--- config.mk ---
export PLATFORM = sky130hd
export DESIGN_NAME = i2c_eeprom_master
export DESIGN_NICKNAME = d
export VERILOG_FILES = /design/src/sv/iem_pkg.sv /design/src/sv/iem_front.sv /design/src/sv/iem_engine.sv /design/src/sv/i2c_eeprom_master.sv
export SDC_FILE = /design/constraint.sdc
export NUM_CORES = 1
export LEC_CHECK = 0
export BUFFER_PORTS_ARGS = -buffer_cell sky130_fd_sc_hd__buf_4
export CAP_MARGIN = 25
export CELL_PAD_IN_SITES_DETAIL_PLACEMENT = 1
export CELL_PAD_IN_SITES_GLOBAL_PLACEMENT = 2
export CORE_MARGIN = 2
export CORE_UTILIZATION = 42
export DETAILED_ROUTE_END_ITERATION = 10
export PLACE_DENSITY_LB_ADDON = 0.1
export SLEW_MARGIN = 30
export SYNTH_ARGS = -nofsm -noshare
export SYNTH_HDL_FRONTEND = slang
export SYNTH_SLANG_ARGS = --single-unit
--- constraint.sdc ---
create_clock -name clk -period 8.5 [get_ports clk]
set_input_delay 0.425 -clock clk [delete_from_list [all_inputs] [get_ports clk]]
set_output_delay 0.425 -clock clk [all_outputs]
set_load 0.01 [all_outputs]
--- src/sv/iem_pkg.sv ---
package iem_pkg;

    typedef enum logic [1:0] {
        OP_TICK  = 2'd0,
        OP_WRITE = 2'd1,
        OP_READ  = 2'd2,
        OP_DATA  = 2'd3
    } op_t;

    typedef enum logic [4:0] {
        PH_IDLE, PH_ST_REL, PH_ST_HIGH, PH_ST_LOW, PH_TX_LOW, PH_TX_HIGH,
        PH_AK_LOW, PH_AK_HIGH, PH_RX_LOW, PH_RX_HIGH, PH_MA_LOW, PH_MA_HIGH,
        PH_SP_A, PH_SP_B, PH_SP_C, PH_SP_D, PH_WAIT
    } phase_t;

    typedef enum logic [3:0] {
        SQ_NONE, SQ_START, SQ_DEV, SQ_WORD, SQ_DATA, SQ_RESTART, SQ_DEVRD,
        SQ_RX, SQ_STOP, SQ_POLLACK, SQ_POLLSTART, SQ_POLLDEV
    } seq_t;

    typedef enum logic [1:0] {
        KIND_NONE  = 2'd0,
        KIND_WRITE = 2'd1,
        KIND_READ  = 2'd2
    } kind_t;

    localparam logic [1:0] ST_OK        = 2'd0;
    localparam logic [1:0] ST_START_ERR = 2'd1;
    localparam logic [1:0] ST_NACK      = 2'd2;

    localparam logic CFG_POLL_LIMIT = 1'b0;
    localparam logic CFG_DEV_ADDR   = 1'b1;

    // Decoded request as it travels from the front part to the engine.
    typedef struct packed {
        op_t        op;
        logic [7:0] mem_address;
        logic [8:0] byte_count;
        logic [7:0] data_byte;
        logic       sda_in;
        logic       write_enable;
    } req_t;

endpackage

--- src/sv/iem_front.sv ---
module iem_front (
    input  logic                clk,
    input  logic                rst_n,
    input  logic                in_valid,
    output logic                in_ready,
    input  logic [31:0]         in_data,
    output logic                q_valid,
    input  logic                q_ready,
    output iem_pkg::req_t       q_req
);
    import iem_pkg::*;

    // Two-entry queue decouples intake from the bus engine.
    req_t       mem_reg [2];
    logic       wr_ptr_reg, rd_ptr_reg;
    logic [1:0] cnt_reg;
    req_t       dec;
    logic       push, pop;

    always_comb
    begin
        dec.op           = op_t'(in_data[1:0]);
        dec.mem_address  = in_data[9:2];
        dec.byte_count   = in_data[18:10];
        dec.data_byte    = in_data[26:19];
        dec.sda_in       = in_data[27];
        dec.write_enable = in_data[28];
    end

    assign in_ready = (cnt_reg != 2'd2);
    assign q_valid  = (cnt_reg != 2'd0);
    assign q_req    = mem_reg[rd_ptr_reg];
    assign push     = in_valid && in_ready;
    assign pop      = q_valid && q_ready;

    always_ff @(posedge clk)
    begin
        if (push)
        begin
            mem_reg[wr_ptr_reg] <= dec;
        end
    end

    always_ff @(posedge clk or negedge rst_n)
    begin
        if (!rst_n)
        begin
            wr_ptr_reg <= 1'b0;
            rd_ptr_reg <= 1'b0;
            cnt_reg    <= 2'd0;
        end
        else
        begin
            if (push)
            begin
                wr_ptr_reg <= ~wr_ptr_reg;
            end
            if (pop)
            begin
                rd_ptr_reg <= ~rd_ptr_reg;
            end
            cnt_reg <= cnt_reg + {1'b0, push} - {1'b0, pop};
        end
    end
endmodule

--- src/sv/iem_engine.sv ---
module iem_engine #(
    parameter int MAX_TRANSFER = 256
) (
    input  logic                clk,
    input  logic                rst_n,
    input  logic                q_valid,
    output logic                q_ready,
    input  iem_pkg::req_t       q_req,
    input  logic [15:0]         poll_limit,
    input  logic [6:0]          device_address,
    output logic                out_valid,
    input  logic                out_ready,
    output logic [16:0]         out_data
);
    import iem_pkg::*;

    localparam int CW = $clog2(MAX_TRANSFER + 1);

    phase_t      phase_reg, phase_next;
    seq_t        seq_reg, seq_next;
    kind_t       kind_reg, kind_next;
    logic [3:0]  bit_reg, bit_next;
    logic [7:0]  shift_reg, shift_next;
    logic [CW-1:0] left_reg, left_next;
    logic [7:0]  waddr_reg, waddr_next;
    logic [15:0] poll_reg, poll_next;
    logic        scl_reg, scl_next, sda_reg, sda_next, wp_reg, wp_next;
    logic [1:0]  fstat_reg, fstat_next;
    logic        done, valid;
    logic [7:0]  got;
    logic        ovalid_reg;
    logic [16:0] odata_reg;
    logic        take;
    logic [CW-1:0] cnt_sat;
    logic [7:0]  addr_w;
    logic [CW-1:0] left_dec;

    assign q_ready   = !ovalid_reg || out_ready;
    assign take      = q_valid && q_ready;
    assign out_valid = ovalid_reg;
    assign out_data  = odata_reg;
    assign addr_w    = {device_address, 1'b0};
    assign left_dec  = (left_reg != '0) ? left_reg - 1'b1 : left_reg;

    always_comb
    begin
        if ({{(32-9){1'b0}}, q_req.byte_count} > MAX_TRANSFER)
        begin
            cnt_sat = CW'(MAX_TRANSFER);
        end
        else
        begin
            cnt_sat = CW'(q_req.byte_count);
        end
    end

    always_comb
    begin
        phase_next = phase_reg; seq_next = seq_reg; kind_next = kind_reg;
        bit_next = bit_reg; shift_next = shift_reg; left_next = left_reg;
        waddr_next = waddr_reg; poll_next = poll_reg; fstat_next = fstat_reg;
        scl_next = scl_reg; sda_next = sda_reg; wp_next = wp_reg;
        done = 1'b0; valid = 1'b0; got = 8'd0;

        if (phase_reg == PH_IDLE)
        begin
            if (q_req.op == OP_WRITE || q_req.op == OP_READ)
            begin
                kind_next  = (q_req.op == OP_WRITE) ? KIND_WRITE : KIND_READ;
                waddr_next = q_req.mem_address;
                left_next  = cnt_sat;
                poll_next  = '0; fstat_next = ST_OK; bit_next = '0; shift_next = '0;
                wp_next    = !(q_req.op == OP_WRITE && q_req.write_enable);
                seq_next   = SQ_START;
                phase_next = PH_ST_REL;
            end
        end
        else
        begin
            case (phase_reg)
                PH_ST_REL: phase_next = PH_ST_HIGH;
                PH_ST_HIGH, PH_ST_LOW:
                begin
                    if ((phase_reg == PH_ST_HIGH) ? !q_req.sda_in : q_req.sda_in)
                    begin
                        if (seq_reg == SQ_RESTART)
                        begin
                            shift_next = addr_w | 8'h01; bit_next = '0;
                            seq_next = SQ_DEVRD; phase_next = PH_TX_LOW;
                        end
                        else
                        begin
                            fstat_next = ST_START_ERR; phase_next = PH_IDLE;
                            seq_next = SQ_NONE; wp_next = 1'b1; done = 1'b1;
                        end
                    end
                    else if (phase_reg == PH_ST_HIGH)
                    begin
                        phase_next = PH_ST_LOW;
                    end
                    else
                    begin
                        bit_next = '0; phase_next = PH_TX_LOW;
                        if (seq_reg == SQ_RESTART)
                        begin
                            shift_next = addr_w | 8'h01; seq_next = SQ_DEVRD;
                        end
                        else if (seq_reg == SQ_POLLSTART)
                        begin
                            shift_next = addr_w; seq_next = SQ_POLLDEV;
                        end
                        else
                        begin
                            shift_next = addr_w; seq_next = SQ_DEV;
                        end
                    end
                end
                PH_TX_LOW: phase_next = PH_TX_HIGH;
                PH_TX_HIGH:
                begin
                    shift_next = {shift_reg[6:0], 1'b0};
                    bit_next = bit_reg + 4'd1;
                    if (bit_reg >= 4'd7)
                    begin
                        if (seq_reg == SQ_POLLDEV)
                        begin
                            seq_next = SQ_POLLACK;
                        end
                        phase_next = PH_AK_LOW;
                    end
                    else
                    begin
                        phase_next = PH_TX_LOW;
                    end
                end
                PH_AK_LOW: phase_next = PH_AK_HIGH;
                PH_AK_HIGH:
                begin
                    case (seq_reg)
                        SQ_DEV:
                        begin
                            if (q_req.sda_in)
                            begin
                                fstat_next = ST_NACK;
                                seq_next = SQ_STOP; phase_next = PH_SP_A;
                            end
                            else
                            begin
                                shift_next = waddr_reg; bit_next = '0;
                                seq_next = SQ_WORD; phase_next = PH_TX_LOW;
                            end
                        end
                        SQ_WORD:
                        begin
                            if (kind_reg == KIND_READ)
                            begin
                                seq_next = SQ_RESTART; phase_next = PH_ST_REL;
                            end
                            else if (left_reg == '0)
                            begin
                                seq_next = SQ_STOP; phase_next = PH_SP_A;
                            end
                            else
                            begin
                                seq_next = SQ_DATA; phase_next = PH_WAIT;
                            end
                        end
                        SQ_DATA:
                        begin
                            left_next = left_dec;
                            if (left_dec == '0)
                            begin
                                seq_next = SQ_STOP; phase_next = PH_SP_A;
                            end
                            else
                            begin
                                phase_next = PH_WAIT;
                            end
                        end
                        SQ_DEVRD:
                        begin
                            if (left_reg == '0)
                            begin
                                seq_next = SQ_STOP; phase_next = PH_SP_A;
                            end
                            else
                            begin
                                seq_next = SQ_RX; bit_next = '0; shift_next = '0;
                                phase_next = PH_RX_LOW;
                            end
                        end
                        default:
                        begin
                            if (!q_req.sda_in || poll_reg >= poll_limit)
                            begin
                                scl_next = 1'b0; fstat_next = ST_OK;
                                phase_next = PH_IDLE; seq_next = SQ_NONE;
                                wp_next = 1'b1; done = 1'b1;
                            end
                            else
                            begin
                                poll_next = poll_reg + 16'd1;
                                seq_next = SQ_POLLSTART; phase_next = PH_ST_REL;
                            end
                        end
                    endcase
                end
                PH_RX_LOW: phase_next = PH_RX_HIGH;
                PH_RX_HIGH:
                begin
                    shift_next = {shift_reg[6:0], q_req.sda_in};
                    bit_next = bit_reg + 4'd1;
                    if (bit_reg >= 4'd7)
                    begin
                        valid = 1'b1; got = shift_next; phase_next = PH_MA_LOW;
                    end
                    else
                    begin
                        phase_next = PH_RX_LOW;
                    end
                end
                PH_MA_LOW: phase_next = PH_MA_HIGH;
                PH_MA_HIGH:
                begin
                    left_next = left_dec;
                    if (left_dec == '0)
                    begin
                        seq_next = SQ_STOP; phase_next = PH_SP_A;
                    end
                    else
                    begin
                        seq_next = SQ_RX; bit_next = '0; shift_next = '0;
                        phase_next = PH_RX_LOW;
                    end
                end
                PH_SP_A: phase_next = PH_SP_B;
                PH_SP_B: phase_next = PH_SP_C;
                PH_SP_C: phase_next = PH_SP_D;
                PH_SP_D:
                begin
                    if (kind_reg == KIND_WRITE && fstat_reg == ST_OK)
                    begin
                        seq_next = SQ_POLLACK; phase_next = PH_AK_LOW;
                    end
                    else
                    begin
                        phase_next = PH_IDLE; seq_next = SQ_NONE;
                        wp_next = 1'b1; done = 1'b1;
                    end
                end
                PH_WAIT:
                begin
                    if (q_req.op == OP_DATA)
                    begin
                        shift_next = q_req.data_byte; bit_next = '0;
                        seq_next = SQ_DATA; phase_next = PH_TX_LOW;
                    end
                end
                default: phase_next = PH_IDLE;
            endcase
        end

        // Pin drive for the phase just entered.
        case (phase_next)
            PH_ST_REL: sda_next = 1'b1;
            PH_ST_HIGH:
            begin
                scl_next = 1'b1; sda_next = 1'b1;
            end
            PH_ST_LOW: sda_next = 1'b0;
            PH_TX_LOW:
            begin
                scl_next = 1'b0; sda_next = shift_next[7];
            end
            PH_AK_LOW, PH_RX_LOW:
            begin
                scl_next = 1'b0; sda_next = 1'b1;
            end
            PH_MA_LOW:
            begin
                scl_next = 1'b0; sda_next = (left_next == CW'(1));
            end
            PH_TX_HIGH, PH_AK_HIGH, PH_RX_HIGH, PH_MA_HIGH, PH_SP_C: scl_next = 1'b1;
            PH_SP_A: scl_next = 1'b0;
            PH_SP_B: sda_next = 1'b0;
            PH_SP_D: sda_next = 1'b1;
            default: ;
        endcase
    end

    always_ff @(posedge clk or negedge rst_n)
    begin
        if (!rst_n)
        begin
            phase_reg <= PH_IDLE; seq_reg <= SQ_NONE; kind_reg <= KIND_NONE;
            bit_reg <= '0; shift_reg <= '0; left_reg <= '0; waddr_reg <= '0;
            poll_reg <= '0; fstat_reg <= ST_OK;
            scl_reg <= 1'b1; sda_reg <= 1'b1; wp_reg <= 1'b1;
            ovalid_reg <= 1'b0;
        end
        else
        begin
            if (take)
            begin
                phase_reg <= phase_next; seq_reg <= seq_next; kind_reg <= kind_next;
                bit_reg <= bit_next; shift_reg <= shift_next; left_reg <= left_next;
                waddr_reg <= waddr_next; poll_reg <= poll_next;
                fstat_reg <= fstat_next;
                scl_reg <= scl_next; sda_reg <= sda_next; wp_reg <= wp_next;
                ovalid_reg <= 1'b1;
            end
            else if (out_ready)
            begin
                ovalid_reg <= 1'b0;
            end
        end
    end

    always_ff @(posedge clk)
    begin
        if (take)
        begin
            odata_reg <= {(done ? fstat_next : 2'b00), done,
                          (phase_next != PH_IDLE), got, valid,
                          (phase_next == PH_WAIT), wp_next, sda_next, scl_next};
        end
    end
endmodule

--- src/sv/i2c_eeprom_master.sv ---
// I2C master for a small serial EEPROM, driven one half-bit bus phase per
// input request. Each request on the s_axis channel (tdata fields, low bit up:
// operation, mem_address, byte_count, data_byte, sda_in, write_enable) yields
// exactly one result on m_axis (scl_level, sda_release, wp_level,
// data_request, read_valid, read_byte, busy_res, done_res, status).
// A two-entry queue takes requests in; the bus engine consumes one request
// per cycle while m_axis_tready is high and writes the result into an output
// register, so the block then sustains one request per clock. A result is shown
// the cycle after the engine takes its request; it can be taken at the following edge.
// If the receiver holds m_axis_tready low, the output register holds its
// result, the engine stops, and the queue fills and then drops s_axis_tready.
// Configuration writes (index 0 poll_limit, 1 device_address) go through
// cfg_valid/cfg_ready/cfg_index/cfg_data, always ready; write only when idle.
// Reset puts the engine idle with all lines released high, poll_limit 3200
// and device_address 80.
module i2c_eeprom_master #(
    parameter int MAX_TRANSFER = 256
) (
    input  logic        clk,
    input  logic        rst_n,
    input  logic        s_axis_tvalid,
    output logic        s_axis_tready,
    // operation[1:0], mem_address[9:2], byte_count[18:10], data_byte[26:19],
    // sda_in[27], write_enable[28], zero fill
    input  logic [31:0] s_axis_tdata,
    output logic        m_axis_tvalid,
    input  logic        m_axis_tready,
    // scl_level[0], sda_release[1], wp_level[2], data_request[3],
    // read_valid[4], read_byte[12:5], busy_res[13], done_res[14], status[16:15]
    output logic [23:0] m_axis_tdata,
    input  logic        cfg_valid,
    output logic        cfg_ready,
    input  logic        cfg_index,
    input  logic [15:0] cfg_data
);
    import iem_pkg::*;

    logic        q_valid, q_ready;
    req_t        q_req;
    logic [15:0] poll_limit_reg;
    logic [6:0]  dev_addr_reg;
    logic [16:0] res;

    assign cfg_ready = 1'b1;

    always_ff @(posedge clk or negedge rst_n)
    begin
        if (!rst_n)
        begin
            poll_limit_reg <= 16'd3200;
            dev_addr_reg   <= 7'd80;
        end
        else if (cfg_valid)
        begin
            case (cfg_index)
                CFG_POLL_LIMIT: poll_limit_reg <= cfg_data;
                CFG_DEV_ADDR:   dev_addr_reg   <= cfg_data[6:0];
                default: ;
            endcase
        end
    end

    iem_front u_front (
        .clk(clk), .rst_n(rst_n),
        .in_valid(s_axis_tvalid), .in_ready(s_axis_tready), .in_data(s_axis_tdata),
        .q_valid(q_valid), .q_ready(q_ready), .q_req(q_req)
    );

    iem_engine #(.MAX_TRANSFER(MAX_TRANSFER)) u_engine (
        .clk(clk), .rst_n(rst_n),
        .q_valid(q_valid), .q_ready(q_ready), .q_req(q_req),
        .poll_limit(poll_limit_reg), .device_address(dev_addr_reg),
        .out_valid(m_axis_tvalid), .out_ready(m_axis_tready), .out_data(res)
    );

    assign m_axis_tdata = {7'd0, res};

`ifndef NO_ASSERTIONS
    a_done_not_busy: assert property (@(posedge clk) disable iff (!rst_n)
        m_axis_tvalid && m_axis_tdata[14] |-> !m_axis_tdata[13])
        else $error("done reported while busy");
    a_wp_high_idle: assert property (@(posedge clk) disable iff (!rst_n)
        m_axis_tvalid && !m_axis_tdata[13] |-> m_axis_tdata[2])
        else $error("write protect low while idle");
    a_status_only_done: assert property (@(posedge clk) disable iff (!rst_n)
        m_axis_tvalid && !m_axis_tdata[14] |-> m_axis_tdata[16:15] == 2'b00)
        else $error("status without done");
    a_hold_stall: assert property (@(posedge clk) disable iff (!rst_n)
        m_axis_tvalid && !m_axis_tready |=> m_axis_tvalid && $stable(m_axis_tdata))
        else $error("result changed under stall");
`endif
endmodule
==> qor.yml <==
status: "completed"
htree_levels: 4
wire_per_inst_um: 20.3
gp_congestion: 0.856
die_w_um: 147
io_pins: 81
stdcell_area_mm2: 0.00995
setup_ws_ns: 3.86
max_cap_violations: 0
synth_area_mm2: 0.00856
antenna_cells: 0
worstPathCellList: "buf_4 -> mux2i_1 -> nor4_1 -> o211ai_1 -> nor2_1 -> o21ai_0 -> nor2_2 -> buf_4 -> mux2_2"
worstMarginPinSlew_ns: 0.897
whs_ns: 0.173
clock_sinks: 164
yosysUniqueCellTypes: 76
clkTransAtPathRegs_ns: 0.08
endpoint_kind: "flip-flop"
syn2layout_area_growth_pct: 16.2
placed_area_mm2: 0.00930
finalSetupTns_ns: 0
path_common_cell: "buf_4"
hold_class: "in2reg"
cts_inserted_buffers: 17
clock_skew_ns: 0.0183
dieArea_mm2: 0.0216
ys_ff_latch: 164
final_cells: 1171
fmax_ghz: 0.216
power_mw: 3.37
power.leakage_nw: 3.99
clk_latency_ns: 0.43
synth_flop_cell: "dfrtp_1"
yosys-top-cells-area: "edfxtp_1 26%, dfrtp_1 24%, o21ai_0 3.9%, nand2_1 3.6%, mux2_2 3.6%"
slowest_delay_ns: 0.70
report.final.hold_viol_count: 0
dr.pass1.iters: 5
setup_viol_count_final: 0
synth.avg_cell_area_um2: 10.3
post_cts_buffers: 0
coreArea_mm2: 0.0201
min_period_ns: 4.64
cts_resized: 0
largest_reg_flops: 58
gr-total-overflow: 0
vias: 6667
netlist_instances: 834
period_share_pct: 54.5
drc: 0
grt_pass1_vias: 7196
routed_wirelength_um: 23700
cts_tree: "yes"
drv_slew: 0
power_density_mw_per_mm2: 339
ys_seq_area_share_pct: 52.4
antenna_found_initial: 0
start_kind: "flip-flop"
synth_async_sr_flop_share_pct: 54.3
cp_data_arrival_time_ns: 4.94
yosys.area.top_type: "edfxtp_1"
critPathKind: "reg2reg"
critPathRequiredTime_ns: 8.80
synth_top_area_share_pct: 26.3
synth_edf_count: 75
dp_hpwl_um: 17100
final_common_cell: "nand2_1"
drtAntennaViolNets: 0
pre_cts_ws_ns: 3.71
final_core_util_pct: 49.5
rsz0062_at_grt: "no"
yosysWarnings: 0
start_util_pct: 42.6
grt_pass1_wl_um: 38600
root_buffer: "clkbuf_16"
final_layout_size_suffix_gt1_share_pct: 18.4
drt-initial-drc-count: 274
cts_buffer_depth: 2
grt_max_degree: 49
peakVddDrop_mv: 0.151
via_per_inst: 5.69
path_max_fanout: 19
relSlewSlack_pct: 40.0
layout.nets: 966
die-height_um: 147
post-place-cells: 1138
final_cell_mix: "83 x nand2_1, 81 x dfrtp_1, 79 x buf_4"
critPathSlowestCell: "dfrtp_1"
rows: 52
grt_usage_pct: 22.8
portBuffers: 69
worst max-delay path: cells and delay by family (launching register included):
kind                   cells  cell delay [ns]
buffers and inverters      2             0.77
multiplexers               2             0.69
AND/OR/NAND/NOR            3             1.59
flip-flops                 1             0.70
AO/OA/AOI/OAI              2             0.74
layer usage:
layer / wire length (um) / track usage [%] / up-vias
li1: - / - / 3149
met1: 10200 / 27.9 / 3352
met2: 12300 / 40.8 / 134
met3: 757 / 4.07 / 32
met4: 467 / 7.43 / 0
met5: 0 / 0 / -
cells by family (layout without fill, tap and decap cells):
kind of cell | Yosys count | count (layout) | share of synthesized area (%)
simple gates | 275 | 275 | 16.1
compound gates | 220 | 220 | 16.5
flops | 164 | 164 | 52.4
buf+inv | 91 | 152 | 4.47
mux | 45 | 45 | 5.65
fa+ha+maj | 24 | 24 | 3.51
xor+xnor | 13 | 13 | 1.33
other cells | 2 | 8 | 0.0877
Yosys cell counts (4+ instances only):
library cell and count:
a22o_1 10, a21boi_0 4, clkbuf_1 36, a21oi_1 47
buf_4 8, o22ai_1 4, mux2_2 27, edfxtp_1 75
inv_1 40, o31ai_1 5, o211ai_1 7, a21o_1 4
nor4_1 12, nor3_1 17, dfstp_2 8, a31oi_1 15
nand2b_1 21, o21ai_0 67, and3_1 6, dfrtp_1 81
or4_1 6, and2_1 11, nand2_1 83, ha_1 24
o2111ai_1 5, a221oi_1 8, mux2i_1 18, a211oi_1 5
nand4_1 7, or3_1 9, nor2b_1 5, xnor2_1 12
nand3_1 15, nor2_1 63
power breakdown:
group / internal, mW / switching, mW / total, mW / leakage, nW
sequential: 1.07 / 0.192 / 1.26 / 1.83
clock: 0.429 / 0.375 / 0.804 / 0.306
combinational: 0.500 / 0.808 / 1.31 / 1.86
what timing repair did:
item                       in CTS  in global routing
hold buffers                    1                  0
setup endpoints to repair       0                  0
hold endpoints to repair       12                  0
worst paths after layout:
check	to	startpoint	slack, ns	cells past startpoint
max	u_engine.kind_reg[0]	u_front.rd_ptr_reg	3.86	9
min	u_front.mem_reg[0][2]	s_axis_tdata[19]	0.17	1
max reg2reg	u_engine.kind_reg[0]	u_front.rd_ptr_reg	3.86	9
min reg2reg	u_engine.sda_reg	u_engine.sda_reg	0.51	2
max in group asynchronous	u_engine.bit_reg[1]	rst_n	6.87	3
min in group asynchronous	u_engine.phase_reg[1]	rst_n	0.53	2
area by class of cell:
| class | count | area (um^2) |
|---|---|---|
| clock buffer | 17 | 425 |
| clock inverter | 15 | 200 |
| fill | 2214 | 10200 |
| inverter | 40 | 150 |
| multi-input combinational | 585 | 3740 |
| sequential | 164 | 4490 |
| tap | 270 | 338 |
| timing repair buffer | 80 | 603 |
No activity file was read; power rests on OpenSTA's default activity.
